**src/rtl/core/stfcs_pkg.sv**
```systemverilog
// ----------------------------------------------------------------------------
// stfcs_pkg
// shared types and constants of the sorted table floor/ceiling search unit
// ----------------------------------------------------------------------------
package stfcs_pkg;

    localparam int unsigned DEF_TABLE_DEPTH = 1024;
    localparam int unsigned DATA_W          = 32;
    localparam int unsigned OPCODE_W        = 2;
    localparam int unsigned IN_TDATA_W      = 32;
    localparam int unsigned OUT_TDATA_W     = 72;

    // opcodes carried on the input tuser
    localparam logic [OPCODE_W-1:0] OP_APPEND = 2'd0;
    localparam logic [OPCODE_W-1:0] OP_CLEAR  = 2'd1;
    localparam logic [OPCODE_W-1:0] OP_QUERY  = 2'd2;

    // controller to datapath
    typedef struct packed {
        logic append;
        logic clear;
        logic start;
        logic probe;
        logic compare;
        logic emit;
    } t_dp_cmd;

    // datapath to controller
    typedef struct packed {
        logic search_open;
        logic hit;
    } t_dp_stat;

endpackage

```
**src/rtl/core/stfcs_ctrl.sv**
```systemverilog
// ----------------------------------------------------------------------------
// stfcs_ctrl
// sequencer for append, clear and the binary search probe loop
// ----------------------------------------------------------------------------
module stfcs_ctrl
    import stfcs_pkg::*;
(
    input  logic                i_clk,
    input  logic                i_rst_n,
    input  logic                i_in_valid,
    input  logic [OPCODE_W-1:0] i_in_opcode,
    output logic                o_in_ready,
    output logic                o_out_valid,
    input  logic                i_out_ready,
    input  t_dp_stat            i_stat,
    output t_dp_cmd             o_cmd
);

    typedef enum logic [1:0] {
        S_IDLE,
        S_SEARCH,
        S_CMP,
        S_DONE
    } t_state;

    t_state r_state;
    t_state n_state;
    logic   r_out_valid;
    logic   n_out_valid;
    logic   accept;

    assign o_in_ready  = (r_state == S_IDLE);
    assign o_out_valid = r_out_valid;
    assign accept      = i_in_valid && (r_state == S_IDLE);

    always_comb begin
        o_cmd.append  = accept && (i_in_opcode == OP_APPEND);
        o_cmd.clear   = accept && (i_in_opcode == OP_CLEAR);
        o_cmd.start   = accept && (i_in_opcode == OP_QUERY);
        o_cmd.probe   = (r_state == S_SEARCH) && i_stat.search_open;
        o_cmd.compare = (r_state == S_CMP);
        o_cmd.emit    = (r_state == S_DONE) && (!r_out_valid || i_out_ready);
    end

    always_comb begin
        n_state     = r_state;
        n_out_valid = r_out_valid && !i_out_ready;
        case (r_state)
            S_IDLE: begin
                if (o_cmd.start) begin
                    n_state = S_SEARCH;
                end
            end
            S_SEARCH: begin
                n_state = i_stat.search_open ? S_CMP : S_DONE;
            end
            S_CMP: begin
                n_state = i_stat.hit ? S_DONE : S_SEARCH;
            end
            S_DONE: begin
                if (o_cmd.emit) begin
                    n_out_valid = 1'b1;
                    n_state     = S_IDLE;
                end
            end
            default: begin
                n_state = S_IDLE;
            end
        endcase
    end

    always_ff @(posedge i_clk) begin
        if (!i_rst_n) begin
            r_state     <= S_IDLE;
            r_out_valid <= 1'b0;
        end else begin
            r_state     <= n_state;
            r_out_valid <= n_out_valid;
        end
    end

endmodule

```
**config.mk**
```make
export PLATFORM = sky130hd
export DESIGN_NAME = stfcs_ctrl
export DESIGN_NICKNAME = d
export VERILOG_FILES = /design/src/rtl/core/stfcs_pkg.sv /design/src/rtl/core/stfcs_ctrl.sv
export SDC_FILE = /design/constraint.sdc
export NUM_CORES = 1
export LEC_CHECK = 0
export BUFFER_PORTS_ARGS = -buffer_cell sky130_fd_sc_hd__buf_2
export CORE_AREA = 2 2 39 41
export CTS_CLUSTER_DIAMETER = 200
export DETAILED_ROUTE_END_ITERATION = 7
export DIE_AREA = 0 0 41 43
export HOLD_SLACK_MARGIN = 0.08
export PLACE_DENSITY_LB_ADDON = 0.15
export SETUP_SLACK_MARGIN = 0.02
export SYNTH_ARGS = -nofsm -noshare
export SYNTH_HDL_FRONTEND = slang
export SYNTH_SLANG_ARGS = --single-unit
```
**constraint.sdc**
```tcl
create_clock -name i_clk -period 1.4 [get_ports i_clk]
set_clock_uncertainty 0.15 [all_clocks]
set_input_delay 0.07 -clock i_clk [delete_from_list [all_inputs] [get_ports i_clk]]
set_output_delay 0.07 -clock i_clk [all_outputs]
set_load 0.005 [all_outputs]
```
== Word level (Yosys, flattened, before mapping) ==
Index checks and enable logic that the tools add are counted.
Widths: inputs -> output; s select.

* Bits in registers: 3
* Output and inout port bits: 8
* Logic and storage cells: 29

* Eq/ne operators: 7
* Muxes and demuxes: 7
* Reductions and logical operators: 13

{| class="wikitable"
|+ Operators by type and width
! kind !! count
|-
| $pmux 2 s4 || 1
|-
| $logic_and 1x1->1 || 7
|-
| $eq 2x2->1 const B || 3
|-
| $mux 2 || 3
|-
| $eq 2x1->1 const B || 2
|-
| $logic_not 2->1 || 2
|-
| $mux 1 || 3
|-
| $logic_not 1->1 || 2
|-
| $ne 2x1->1 const B || 1
|-
| $ne 2x2->1 const B || 1
|-
| $reduce_and 2->1 || 1
|-
| $logic_or 1x1->1 || 1
|}

== Longest topological paths before layout ==
* Depth after elaboration: 5
* Gate-level depth with buffers: 3

== Least setup slack after synthesis ==
No wires, ideal clock.

* Path kind: register -> register
* Start: reg r_state[0]
* End: reg r_state[0]
* Arrival time: 0.810 ns
* Setup slack: 0.318 ns
* Stages on the path, launching flop included: 4
* Buffers on the path: 0
* Period minus slack after synthesis: 1.082 ns
* Cells stage by stage: dfxtp_1 -> and4bb_2 -> nor3_1 -> nor3b_1

* Word-level cells in the longest chain between the ends: 5

{| class="wikitable"
|+ RTL lines
! element !! line !! source
|-
| start: declaration || stfcs_ctrl.sv:26 || <nowiki>t_state r_state;</nowiki>
|-
| start signal: assignment || stfcs_ctrl.sv:77 || <nowiki>r_state <= n_state;</nowiki>
|-
| $logic_not 2->1 || stfcs_ctrl.sv:34, stfcs_ctrl.sv:48 ||
|-
| $logic_and 1x1->1 || stfcs_ctrl.sv:34 || <nowiki>assign accept = i_in_valid && (r_state == S_IDLE);</nowiki>
|-
| $logic_and 1x1->1 || stfcs_ctrl.sv:39 || <nowiki>o_cmd.start = accept && (i_in_opcode == OP_QUERY);</nowiki>
|-
| $ne 2x1->1 (no line) || n/a ||
|-
| $reduce_and 2->1 (no line) || n/a ||
|}

Parallel ways exist; a longest one is shown, timed or not.
A chain may end at the register's enable or synchronous reset.

==> results.cfg <==
[route]
drt_iter0_drc = 0
wl_met2_um = 251
drcViolationCount = 0
drt-pass1-iter-count = 1
wl_met1_um = 212
vias_per_cell = 4.05
routed.top_layer = met3
postRouteAntennaNets = 0
wire_per_inst_um = 8.87
wl_met3_um = 68
via_count = 243
wl_um = 532

[timing]
finalSetupTns_ns = 0
rsz0062_at_grt = yes
tightest_slew_ns = 0.172
post-route-period-util_pct = 93.4
fmax_mhz = 764
fin_hold_ws_ns = 0.253
setup_viol = 0
hold_viol = 0
drv_slew = 0
min_period_ns = 1.31
relSlewSlack_pct = 88.5

[global_route]
antenna_found_initial = 0
grt_max_degree = 8
grt-ovfl-total = 0
grt_use_total_pct = 7.21
grt_pass1_vias = 231
grt_pass1_wl_um = 800

[finish]
diodes = 0
area.growth.synth_to_final_pct = 105
nNetsFinal = 53
seq_area_sq_um = 62.6
multiInputGateArea_sq_um = 140
fillerInstances = 159
drive_gt1_share_pct = 61.4

[floorplan]
die_h_um = 43
die_area_sq_um = 1760
core-area_sq_um = 1380
io_pins = 16
start_util_pct = 12.7
die_w_um = 41
rows = 14

[run]
maxCapViolations = 0

[cts]
root_buffer = clkbuf_4
cts_setup_buffers = 0
cts_buffer_depth = 2
cts.sinks = 3
cts.reportedPaths.clkPinSlew_ns = 0.04
cts_tree = yes
cts_made_buffers = 3
clkLatencyLatePin_ns = 0.23
cts-htree-levels = 1

[synth]
syn_area_per_cell_sq_um = 7.96
synth_cells = 22
yosysWarnings = 0
syn-cell-area_sq_um = 175
synth.distinct_cells = 12
synth_seq_area_share_pct = 34.3
synthesis.nets = 30
ys_ff_latch = 3

[worst_setup_path]
cp-end-kind = output pin
worstPathRequired_ns = 1.18
start_kind = flip-flop
crit_fanout = 7
crit_path_start = r_state[0]
cp.arrival_ns = 1.09
critPathKind = reg -> out
r2r-start = r_state[0]

[placed_design]
place_congestion = 0.598
io_buffer_count = 15
dpl.hpwl_um = 402

[pwr]
power_density_nw_per_um2 = 850
irDropWorstVdd_mv = 0.296
leakagePower_nw = 0.172

[worst_hold_path]
worstHoldStart = i_in_valid
hp-class = in -> reg

[status]
status = finished, final reports clean
power breakdown:
group | switching (mW) | internal (mW)
registers | 0.00635 | 0.0909
logic | 0.0232 | 0.0354
clock network | 0.0427 | 0.107
total | 0.0722 | 0.233
routing by layer:
metal,vias up,global-route usage [%]
li1,122,-
met2,13,10.3
met1,108,6.71
met4,0,8.00
met3,0,3.14
met5,-,0
registers in the layout (all words and copies together), names as in the netlist:
| name | cells |
|---|---|
| o_out_valid | 1 |
| r_state | 2 |
synthesized netlist by cell type:
library cell  n  share of area [%]
nor2_1        2                4.3
a31o_2        1                5.0
dfxtp_1       3                 34
and2b_1       1                4.3
a21boi_0      1                4.3
nand2b_1      1                3.6
nor3b_1       3                 13
nand2_1       4                8.6
and4bb_2      1                7.1
nor3_1        2                5.7
a21oi_1       1                2.9
nor2b_1       2                7.1
cells by family after synthesis:
logic type	count (synthesis)	synth area share (%)
and+or+nand+nor	16	53.6
DFF	3	34.3
AOI/OAI and AO/OA	3	12.1
cell usage in the layout (no fill, tap or decap), drive strengths merged:
master        n
dfxtp         3
a31o          1
and4bb        1
and2b         1
buf          14
dlygate4sd3   4
a21boi        1
nor2b         2
nor3b         3
nor2          2
nand2b        1
nand2         4
clkbuf        4
a21oi         1
nor3          2
critical path: stages, from the launching register on:
cell,delay (ns)
dfxtp_2,0.34
nor2_2,0.13
nand2_2,0.09
nor3b_2,0.16
buf_2,0.13
per-stage QoR:
stage,cells,cell area (sq um),util [%],power [mW],setup slack [ns]
floorplan,22,175,-,0.117,0.318
CTS,61,339,24.5,0.311,0.0221
detailed placement,53,270,19.5,0.143,0.203
finish,60,359,25.9,0.305,0.0917
global placement,53,270,19.5,0.142,0.211
global route,60,359,25.9,0.334,0.00487
path summary, 6_finish.rpt:
path | end | cells past startpoint | slack [ns]
setup / recovery | o_cmd[4] | 4 | 0.09
hold / removal | r_state[0] | 4 | 0.25
setup reg to reg | r_state[0] | 3 | 0.27
hold reg to reg | o_out_valid | 2 | 0.37
area by class of cell:
class	count	area share, %
clock buffers	4	7.32
multi-input cells	19	39.0
well taps	16	5.57
repair buffers	18	30.7
flip-flops and latches	3	17.4
what timing repair did:
item | in CTS | in global routing
pin swaps | 1 | 0
gates resized for setup | 2 | 6
hold endpoints to repair | 3 | 0
hold buffers | 4 | 0
setup endpoints to repair | 1 | 4
Note: power is estimated with default switching activity, not from simulation.
